## config.mk

```make
export PLATFORM = sky130hd
export DESIGN_NAME = lattice_wavevector_enumerator_unit
export DESIGN_NICKNAME = d
export VERILOG_FILES = /design/src/rtl/core/lwe_pkg.sv /design/src/rtl/core/lattice_wavevector_enumerator_unit.sv /design/src/rtl/core/lwe_sqrt.sv
export SDC_FILE = /design/constraint.sdc
export NUM_CORES = 2
export LEC_CHECK = 0
export BUFFER_PORTS_ARGS = -buffer_cell sky130_fd_sc_hd__buf_2
export CORE_MARGIN = 2
export CORE_UTILIZATION = 27
export DETAILED_ROUTE_END_ITERATION = 10
export GPL_TIMING_DRIVEN = 0
export PLACE_DENSITY_LB_ADDON = 0.25
export REMOVE_ABC_BUFFERS = 1
export SYNTH_ARGS = -nofsm -noshare
export SYNTH_HDL_FRONTEND = slang
export SYNTH_SLANG_ARGS = --single-unit
```

## constraint.sdc

```tcl
create_clock -name clk -period 10.53 [get_ports clk]
set_input_delay 2.106 -clock clk [delete_from_list [all_inputs] [get_ports clk]]
set_output_delay 2.106 -clock clk [all_outputs]
set_load 0.1 [all_outputs]
```

## src/rtl/core/lwe_pkg.sv

```systemverilog
// ----------------------------------------------------------------------------
// lwe_pkg: shared types and constants for the lattice wavevector enumerator
// Field widths, result buffer sizing and the status word of the root unit.
// ----------------------------------------------------------------------------
`timescale 1ns / 1ps

package lwe_pkg;

  // Field widths
  localparam int IN_W   = 10;
  localparam int MAG_W  = 11;
  localparam int COMP_W = 6;

  // Result buffer sizing
  localparam int MAX_RESULTS      = 64;
  localparam int ADDR_W           = $clog2(MAX_RESULTS);
  localparam int CNT_W            = $clog2(MAX_RESULTS + 1);
  localparam int MAX_SQ_MAGNITUDE = 1023;

  // Status word returned by the root unit
  typedef struct packed {
    logic              done;
    logic              exact;
    logic [COMP_W-1:0] root;
  } sqrt_res_t;

endpackage

```

## src/rtl/core/lattice_wavevector_enumerator_unit.sv

```systemverilog
// ----------------------------------------------------------------------------
// lattice_wavevector_enumerator_unit: integer lattice points on a sphere
// Lists every non-negative integer vector of a given squared length.
// ----------------------------------------------------------------------------
// Usage:
//   Raise start with target_sq_magnitude while busy is low; the request word
//   is taken at that edge. busy drops in the cycle that carries the last
//   result, so a new word can be taken at the edge that ends it.
//   The block scans sorted triples i <= j <= k, ascending i then j, taking k
//   from a single six-step floor square root unit. Each hit is written with
//   its distinct permutations into a 64-entry result buffer. If nothing is
//   found the magnitude is raised by one and the scan repeats.
//   Once the scan ends, results leave one per cycle on strobe, each carrying
//   the vector, the magnitude used, is_last and truncated (more vectors than
//   the buffer holds; the excess is dropped).
// Scan steps:
//   Each (i, j) pair takes a bound check and a run of the root unit, each new
//   i a failing j check and an i check, and each stored vector its own write.
//   A request whose magnitude has no vectors also scans the next magnitude.
//   After the last bound check the sequencer passes through S_NDONE and S_EMIT
//   before the first result is strobed out of the registered buffer read.
// Reset clears the sequencer and the strobe; the buffer needs no clearing.
// The receiver cannot stall: results are strobed for exactly one cycle.
// ----------------------------------------------------------------------------
`timescale 1ns / 1ps

module lattice_wavevector_enumerator_unit (
  input  logic                        clk,
  input  logic                        rst,
  input  logic                        start,
  output logic                        busy,
  input  logic [lwe_pkg::IN_W-1:0]    target_sq_magnitude,
  output logic                        strobe,
  output logic [lwe_pkg::COMP_W-1:0]  comp_x,
  output logic [lwe_pkg::COMP_W-1:0]  comp_y,
  output logic [lwe_pkg::COMP_W-1:0]  comp_z,
  output logic [lwe_pkg::MAG_W-1:0]   corrected_sq_magnitude,
  output logic                        is_last,
  output logic                        truncated
);
  import lwe_pkg::*;

  localparam logic [2:0] S_IDLE  = 3'd0;
  localparam logic [2:0] S_ICHK  = 3'd1;
  localparam logic [2:0] S_JCHK  = 3'd2;
  localparam logic [2:0] S_SQRT  = 3'd3;
  localparam logic [2:0] S_PUT   = 3'd4;
  localparam logic [2:0] S_NDONE = 3'd5;
  localparam logic [2:0] S_EMIT  = 3'd6;

  localparam int VEC_W = 3 * COMP_W;
  localparam int SQ_W  = MAG_W + 1;

  logic [2:0]          state;
  logic [MAG_W-1:0]    n;
  logic [COMP_W-1:0]   i;
  logic [COMP_W-1:0]   j;
  logic [COMP_W-1:0]   k;
  logic [SQ_W-1:0]     ii;
  logic [SQ_W-1:0]     jj;
  logic [MAG_W-1:0]    rest;
  logic [2:0]          perm;
  logic [CNT_W-1:0]    count;
  logic                over;
  logic [ADDR_W-1:0]   rd_addr;
  logic [VEC_W-1:0]    rd_data;
  logic                last_rd;
  logic                out_last;
  logic                out_strobe;

  logic [VEC_W-1:0]    vec_mem [MAX_RESULTS];

  logic                sq_go;
  logic [MAG_W-1:0]    sq_operand;
  sqrt_res_t           sq_res;

  logic                i_ok;
  logic                j_ok;
  logic                all_eq;
  logic                two_eq;
  logic                perm_end;
  logic                wr_en;
  logic                rd_en;
  logic [VEC_W-1:0]    perm_vec;
  logic [IN_W-1:0]     sat_in;

  // Pick one permutation of the sorted triple (a, b, c)
  function automatic logic [VEC_W-1:0] pick_perm(
    input logic [COMP_W-1:0] a,
    input logic [COMP_W-1:0] b,
    input logic [COMP_W-1:0] c,
    input logic [2:0]        p,
    input logic              distinct
  );
    logic [VEC_W-1:0] v;
    v = {a, b, c};
    if (distinct) begin
      case (p)
        3'd0:    v = {a, b, c};
        3'd1:    v = {a, c, b};
        3'd2:    v = {b, a, c};
        3'd3:    v = {b, c, a};
        3'd4:    v = {c, a, b};
        3'd5:    v = {c, b, a};
        default: v = {a, b, c};
      endcase
    end else begin
      case (p)
        3'd0:    v = {a, b, c};
        3'd1:    v = {b, c, a};
        3'd2:    v = {c, a, b};
        default: v = {a, b, c};
      endcase
    end
    return v;
  endfunction

  // Loop bounds: 3*i*i <= n and 2*j*j <= n - i*i
  assign i_ok = (({1'b0, ii} + {ii, 1'b0}) <= (SQ_W+1)'(n));
  assign j_ok = ({jj, 1'b0} <= (SQ_W+1)'(rest));

  // Triple kind decides the permutation list
  assign all_eq   = (i == j) && (j == k);
  assign two_eq   = (i == j) || (j == k);
  assign perm_end = all_eq || (two_eq && perm == 3'd2) || perm == 3'd5;
  assign perm_vec = pick_perm(i, j, k, perm, !two_eq);

  assign sq_go      = (state == S_JCHK) && j_ok;
  assign sq_operand = MAG_W'({1'b0, rest} - jj);
  assign wr_en      = (state == S_PUT) && (count != CNT_W'(MAX_RESULTS));
  assign rd_en      = (state == S_EMIT);
  assign last_rd    = ({1'b0, rd_addr} == CNT_W'(count - CNT_W'(1)));
  assign sat_in     = (32'(target_sq_magnitude) > MAX_SQ_MAGNITUDE) ?
                      IN_W'(MAX_SQ_MAGNITUDE) : target_sq_magnitude;

  lwe_sqrt u_sqrt (
    .clk     (clk),
    .rst     (rst),
    .go      (sq_go),
    .operand (sq_operand),
    .res     (sq_res)
  );

  // Sequencer: scan i, scan j, take the root, store permutations, rescan or emit
  always_ff @(posedge clk) begin
    if (rst) begin
      state      <= S_IDLE;
      out_strobe <= 1'b0;
    end else begin
      out_strobe <= 1'b0;
      case (state)
        S_IDLE: begin
          if (start) begin
            n     <= {1'b0, sat_in};
            i     <= '0;
            ii    <= '0;
            count <= '0;
            over  <= 1'b0;
            state <= S_ICHK;
          end
        end
        S_ICHK: begin
          if (i_ok) begin
            rest  <= MAG_W'({1'b0, n} - ii);
            j     <= i;
            jj    <= ii;
            state <= S_JCHK;
          end else begin
            state <= S_NDONE;
          end
        end
        S_JCHK: begin
          if (j_ok) begin
            state <= S_SQRT;
          end else begin
            i     <= i + COMP_W'(1);
            ii    <= ii + {{(SQ_W-COMP_W-1){1'b0}}, i, 1'b1};
            state <= S_ICHK;
          end
        end
        S_SQRT: begin
          if (sq_res.done) begin
            if (sq_res.exact) begin
              k     <= sq_res.root;
              perm  <= '0;
              state <= S_PUT;
            end else begin
              j     <= j + COMP_W'(1);
              jj    <= jj + {{(SQ_W-COMP_W-1){1'b0}}, j, 1'b1};
              state <= S_JCHK;
            end
          end
        end
        S_PUT: begin
          if (wr_en) begin
            count <= count + CNT_W'(1);
          end else begin
            over <= 1'b1;
          end
          if (perm_end) begin
            j     <= j + COMP_W'(1);
            jj    <= jj + {{(SQ_W-COMP_W-1){1'b0}}, j, 1'b1};
            state <= S_JCHK;
          end else begin
            perm <= perm + 3'd1;
          end
        end
        S_NDONE: begin
          if (count == '0) begin
            // nothing found: raise the magnitude and rescan
            n     <= n + MAG_W'(1);
            i     <= '0;
            ii    <= '0;
            state <= S_ICHK;
          end else begin
            rd_addr <= '0;
            state   <= S_EMIT;
          end
        end
        S_EMIT: begin
          out_strobe <= 1'b1;
          out_last   <= last_rd;
          rd_addr    <= rd_addr + ADDR_W'(1);
          if (last_rd) begin
            state <= S_IDLE;
          end
        end
        default: begin
          state <= S_IDLE;
        end
      endcase
    end
  end

  // Result buffer: one write port, registered read
  always_ff @(posedge clk) begin
    if (wr_en) begin
      vec_mem[count[ADDR_W-1:0]] <= perm_vec;
    end
  end

  always_ff @(posedge clk) begin
    if (rd_en) begin
      rd_data <= vec_mem[rd_addr];
    end
  end

  assign busy                   = (state != S_IDLE);
  assign strobe                 = out_strobe;
  assign comp_x                 = rd_data[VEC_W-1 -: COMP_W];
  assign comp_y                 = rd_data[2*COMP_W-1 -: COMP_W];
  assign comp_z                 = rd_data[COMP_W-1:0];
  assign corrected_sq_magnitude = n;
  assign is_last                = out_last;
  assign truncated              = over;

endmodule

```

## src/rtl/core/lwe_sqrt.sv

```systemverilog
// ----------------------------------------------------------------------------
// lwe_sqrt: iterative integer floor square root
// Restoring digit recurrence, one root bit per cycle, with an exactness flag.
// ----------------------------------------------------------------------------
`timescale 1ns / 1ps

module lwe_sqrt (
  input  logic                       clk,
  input  logic                       rst,
  input  logic                       go,
  input  logic [lwe_pkg::MAG_W-1:0]  operand,
  output lwe_pkg::sqrt_res_t         res
);
  import lwe_pkg::*;

  logic [MAG_W-1:0] rem;
  logic [MAG_W-1:0] root;
  logic [MAG_W-1:0] bitv;
  logic             run;
  logic             done;
  logic [MAG_W:0]   trial;
  logic             take;

  // Trial subtraction for the current bit position
  assign trial = {1'b0, root} + {1'b0, bitv};
  assign take  = ({1'b0, rem} >= trial);

  // Load, then step the recurrence down two bit positions a cycle
  always_ff @(posedge clk) begin
    if (rst) begin
      run  <= 1'b0;
      done <= 1'b0;
    end else begin
      done <= 1'b0;
      if (go) begin
        rem  <= operand;
        root <= '0;
        bitv <= {1'b1, {(MAG_W-1){1'b0}}};
        run  <= 1'b1;
      end else if (run) begin
        if (take) begin
          rem  <= MAG_W'({1'b0, rem} - trial);
          root <= (root >> 1) + bitv;
        end else begin
          root <= root >> 1;
        end
        bitv <= bitv >> 2;
        if (bitv == MAG_W'(1)) begin
          run  <= 1'b0;
          done <= 1'b1;
        end
      end
    end
  end

  assign res.done  = done;
  assign res.exact = (rem == '0);
  assign res.root  = root[COMP_W-1:0];

endmodule

```

**Word-level counts from Yosys, hierarchy flattened**

Memories as Yosys holds them, arrays and structs flattened. A register that Yosys moved wholly into a read port is not among the register bits.
Index checks and enable logic that the tools add are counted.

- Flip-flop bits (word level): 116
- Bits in writable memories: 1152
- Bits of input ports: 13
- Word-level logic and storage cells: 160
- Memories kept: 1

- Add/sub/neg operators: 15
- Magnitude comparators: 3
- Equality and inequality tests: 29
- Mux-type cells: 58
- Bitwise logic cells: 2
- Reduce and logical (&&, ||, !) cells: 33

Memories:

| memory | depth | width | read ports | clocked after memory_dff | write ports | RTL line | source |
|---|---|---|---|---|---|---|---|
| vec_mem | 64 | 18 | 1 | 1 | 1 | lattice_wavevector_enumerator_unit.sv:71 | `logic [VEC_W-1:0] vec_mem [MAX_RESULTS];` |

Operator list:

| kind | count |
|---|---|
| $pmux W18 S5 | 1 |
| $mux W11 | 8 |
| $mux W12 | 7 |
| $pmux W12 S3 | 2 |
| $mux W6 | 8 |
| $pmux W18 S2 | 1 |
| $pmux W6 S3 | 2 |
| $sub A11 B11 Y11 | 3 |
| $mux W3 | 10 |
| $le A13 B11 Y1 | 2 |
| $add A12 B7 Y12 | 2 |
| $ne A2 B2 Y1 const B | 12 |
| $pmux W11 S2 | 1 |
| $pmux W3 S7 | 1 |
| $reduce_and A4 Y1 | 5 |
| $add A6 B1 Y6 const B | 3 |
| $mux W18 | 1 |
| $eq A3 B3 Y1 const B | 5 |
| $mux W7 | 2 |
| $pmux W7 S2 | 1 |
| $add A12 B13 Y13 | 1 |
| $add A11 B11 Y12 | 1 |
| $eq A3 B2 Y1 const B | 4 |
| $eq A6 B6 Y1 | 2 |
| 29 further kinds | 55 |

**Logic depth before layout (Yosys ltp)**

- Word-level depth: 7
- Gate-level depth with buffers: 18

**By module**

From an unflattened synthesis, not the netlist that was laid out.

- Cells, all modules: 2830
- Area, all modules: 54484.8 sq um

By module, submodules not included:

| module | instances | cells each | area each (sq um) | sequential area each (sq um) |
|---|---|---|---|---|
| lattice_wavevector_enumerator_unit | 1 | 2573 | 51888.5 | 37676.1 |
| lwe_sqrt | 1 | 257 | 2596.2 | 880.8 |

**Worst setup path before layout**

Ideal clock, no wire load.

- Path type: register -> register
- From: register ii[1]
- To: register j[0], enable pin
- Library setup time: 439 ps
- Arrival: 5000 ps
- Setup slack: 5090 ps
- Stages on the path, launching flop included: 18
- Path buffers: 0
- Cell sequence: edfxtp_1 ha_1 inv_1 fa_1 nor2b_1 o31a_1 o31ai_1 nand2b_1 a21oi_1 xnor2_1 ha_1 a21oi_1 nand2_1 a211oi_1 a21oi_1 nor4_2 a21oi_1 nor4_1

- Word-level cells in the longest chain between the ends: 4

RTL lines:

| what | RTL line | source |
|---|---|---|
| start, declared | lattice_wavevector_enumerator_unit.sv:59 | `logic [SQ_W-1:0] ii;` |
| start signal, assigned | lattice_wavevector_enumerator_unit.sv:177 | `ii <= ii + {{(SQ_W-COMP_W-1){1'b0}}, i, 1'b1};` |
| $add A12 B13 Y13 | lattice_wavevector_enumerator_unit.sv:119 | `assign i_ok = (({1'b0, ii} + {ii, 1'b0}) <= (SQ_W+1)'(n));` |
| $le A13 B11 Y1 | lattice_wavevector_enumerator_unit.sv:119 |  |
| $ne A2 B2 Y1 (no source line) | n/a |  |
| $reduce_and A6 Y1 (no source line) | n/a |  |
| end signal, assigned | lattice_wavevector_enumerator_unit.sv:165 | `j <= i;` |
| end signal, assigned | lattice_wavevector_enumerator_unit.sv:188 | `j <= j + COMP_W'(1);` |
| end signal, assigned | lattice_wavevector_enumerator_unit.sv:201 | `j <= j + COMP_W'(1);` |
| end, declared | lattice_wavevector_enumerator_unit.sv:57 | `logic [COMP_W-1:0] j;` |

No other way between the ends.
A chain may end at the register's enable or synchronous reset.

**Worst setup path in the final report**

- From: register ii[1]
- To: register jj[8], enable pin

- Word-level cells in the longest chain between the ends: 4

RTL lines:

| what | RTL line | source |
|---|---|---|
| $add A12 B13 Y13 | lattice_wavevector_enumerator_unit.sv:119 |  |
| $le A13 B11 Y1 | lattice_wavevector_enumerator_unit.sv:119 |  |
| $ne A2 B2 Y1 (no source line) | n/a |  |
| $reduce_and A6 Y1 (no source line) | n/a |  |
| end signal, assigned | lattice_wavevector_enumerator_unit.sv:166 | `jj <= ii;` |
| end signal, assigned | lattice_wavevector_enumerator_unit.sv:189 | `jj <= jj + {{(SQ_W-COMP_W-1){1'b0}}, j, 1'b1};` |
| end signal, assigned | lattice_wavevector_enumerator_unit.sv:202 | `jj <= jj + {{(SQ_W-COMP_W-1){1'b0}}, j, 1'b1};` |
| end, declared | lattice_wavevector_enumerator_unit.sv:60 | `logic [SQ_W-1:0] jj;` |

No other way between the ends.

==> results.yml <==
run_status:
  status: "finished clean"
route:
  drc: 0
  drtIter0Drc: 2288
  first_pass_iters: 7
  final_antenna_net_count: 0
  wl_per_cell_um: 23.80
  viasPerCell: 4.701
  finalWirelength_mm: 137.5
  vias: 27162
logic_synthesis:
  avgSynthCellArea_sq_um: 19.29
  synth_top_cell_area_share_pct: 70.93
  synthTopCellsByArea: "edfxtp_1 (71%), mux4_2 (16%), ha_1 (2.3%)"
  postSynthCellCount: 2809
  synth_warnings: 0
  yosysMostFrequentCell: "edfxtp_1"
  synthesis.area_sq_mm: 0.05419
  synth_enable_flop_cells: 1280
  synth_top_area_cell: "edfxtp_1"
  ys.flop_type: "edfxtp_1"
  synth_cell_types: 66
  ys_seq_area_share_pct: 71.15
  ys_ff_latch: 1286
  async_reset_ff_share_pct: 0
  synth.top_cells.by_count: "edfxtp_1 (1280), mux4_2 (378), nor2_1 (187)"
timing:
  fmax_mhz: 185.9
  finClkSkew_ns: 0.05049
  finalSetupViolCount: 0
  timing.final.max_slew_violations: 0
  slew_headroom_pct: 15.80
  worst_pin_slew_ns: 1.260
  worst_slack_ns: 5.150
  period_share_pct: 51.10
  hold_viol: 0
  min_period_ns: 5.380
  rsz0062_at_grt: "no"
setup_path:
  crit_type: "flip-flop to flip-flop"
  cp_common_cell: "a21oi_1"
  crit_start: "ii[1]"
  cp-start-kind: "flip-flop"
  r2r_slack_ns: 5.15
  cp_slowest_stage_delay_ns: 0.76
  worst-r2r-cell-count: 17
  worstPathRequired_ns: 11.00
  critPathMaxFanout: 8
  crit_path_top_delay_cell: "nor4_2"
  critical_path_arrival_ns: 5.85
  cp_num_buf_inv: 2
  r2r_end: "jj[8]"
  crit_path_end_kind: "flip-flop"
  worstPathCellList: "ha_1 > inv_1 > fa_1 > nor2b_1 > o31a_1 > o31ai_1 > nand2b_1 > a21oi_1 > xnor2_1 > ha_1 > nand4_1 > nor4_1 > a21oi_1 > nor4_2 > a21oi_1 > nor4_2 > buf_4"
  rr_startpoint: "ii[1]"
  cp_top_family: "simple AND/OR/NAND/NOR gates"
floorplan:
  die-area_sq_mm: 0.2043
  placement_rows: 164
  die-height_um: 452.0
  initial_utilization_pct: 27.14
  pin_count: 46
  fp.coreArea_sq_mm: 0.1997
  chipWidth_um: 452.0
final_layout:
  drive_above_1_share_pct: 27.88
  fin_nets: 3125
  final_cell_area_sq_mm: 0.06518
  area_delta_synth_final_pct: 20.28
  utilization_pct: 32.65
hold_path:
  min_to: "k[0]"
  hp-class: "flip-flop to flip-flop"
  min_from: "u_sqrt.root[0]"
  hold-path-cell-count: 0
pwr:
  leakage_nw: 20.66
  irDropWorstVdd_mv: 0.1545
  total_power_mw: 12.86
  power_density_mw_per_mm2: 197.2
cts:
  cts_setup_buffers: 0
  clk_pin_slew_ns: 0.06
  insertion_delay_ns: 0.79
  cts_buffer_depth: 3
  htree_levels: 4
  cts_num_sinks: 1286
  hold_buffers: 0
  cts_buffers: 140
  post_cts_resized: 0
  cts_tree: "built"
  cts-root-buf: "clkbuf_16"
flow_run:
  maxCapViolCount: 0
global_route:
  grt_pass1_wl_mm: 201.1
  grt_max_degree: 40
  first_global_vias: 28182
  grt_usage_pct: 13.46
  antenna_found_initial: 8
  grt.overflow.total: 0
place:
  hpwl_mm: 93.21
  pre_cts_ws_ns: 5.151
  port_buffers: 45
  place_area_sq_mm: 0.06077
  gp_congestion: 0.7377
registers in the layout, summed over array words and instances (netlist names), 3 cells and up:
name,cells
i,6
rd_data,18
ii,12
jj,12
perm,3
u_sqrt.bitv,6
state,3
vec_mem,1152
u_sqrt.root,11
rd_addr,6
rest,11
count,7
j,6
corrected_sq_magnitude,11
k,6
u_sqrt.rem,11
layout make-up:
class / instances / area (sq um)
antenna: 1 / 2.502
clock buffer: 173 / 3670
clock inverter: 83 / 734.5
fill: 18917 / 134500
inverter: 78 / 292.8
multi-input combinational: 1297 / 15240
sequential: 1286 / 38560
tap: 2656 / 3323
timing repair buffer: 204 / 3364
cells in the final DEF (no fill, tap or decap), types with 38 or more instances in the layout:
master and n:
edfxtp_1 1280, mux4_2 378, clkbuf_16 142, nor2_1 123, ha_1 99, inv_1 77
nand2_1 76, buf_16 70, xnor2_1 64, a21oi_1 61, o21ai_0 53, buf_2 45
xor2_1 38
power breakdown:
group          internal (mW)  switching, mW  total, mW
logic                  0.694           1.22       1.92
clock network           2.65           2.09       4.74
registers               6.07          0.132       6.20
total                   9.41           3.44       12.9
kinds of logic after synthesis:
group                    synth area share [%]
multiplexers                            16.02
flip-flops                              71.15
XOR/XNOR                                1.649
adder cells (fa/ha/maj)                 2.507
buffers and inverters                   1.718
AND/OR/NAND/NOR                         3.736
AO/OA/AOI/OAI                           3.219
how the worst max path moves through the flow:
stage / endpoint / slack, ns / cells past startpoint
after detailed placement: rest[7] / 5.15 / 16
after global placement: rd_data[13] / -8.90 / 3
final: jj[8] / 5.15 / 17
after floorplan: rd_data[0] / -2.47 / 3
after global routing: jj[7] / 4.80 / 17
after CTS: rest[5] / 5.14 / 16
through the flow:
step                setup TNS (ns)  hold slack, ns  instances
floorplan                   -58.09          0.4334       2661
global placement           -227.14          0.4807       5362
detailed placement               0          0.4730       5521
CTS                              0          0.4868       5777
global route                     0          0.5016       5777
finish                           0          0.4766       5778
routing by layer:
layer  up-vias  share of wire [%]  global-route usage (%)
li1      11964                  -                       -
met1     14457                 45                   18.16
met2       570                 50                   22.53
met3       169                4.3                   2.508
met4         2                1.6                   2.942
met5         -             0.0073                       0
worst register-to-register path, cell delays in order, from the launching register on:
cell      delay [ns]
edfxtp_1        0.52
ha_1            0.28
inv_1           0.07
fa_1            0.20
nor2b_1         0.07
o31a_1          0.26
o31ai_1         0.49
nand2b_1        0.11
a21oi_1         0.20
xnor2_1         0.10
ha_1            0.33
nand4_1         0.16
nor4_1          0.38
a21oi_1         0.12
nor4_2          0.54
a21oi_1         0.16
nor4_2          0.76
buf_4           0.32
Power figures use the tool's default switching activity.
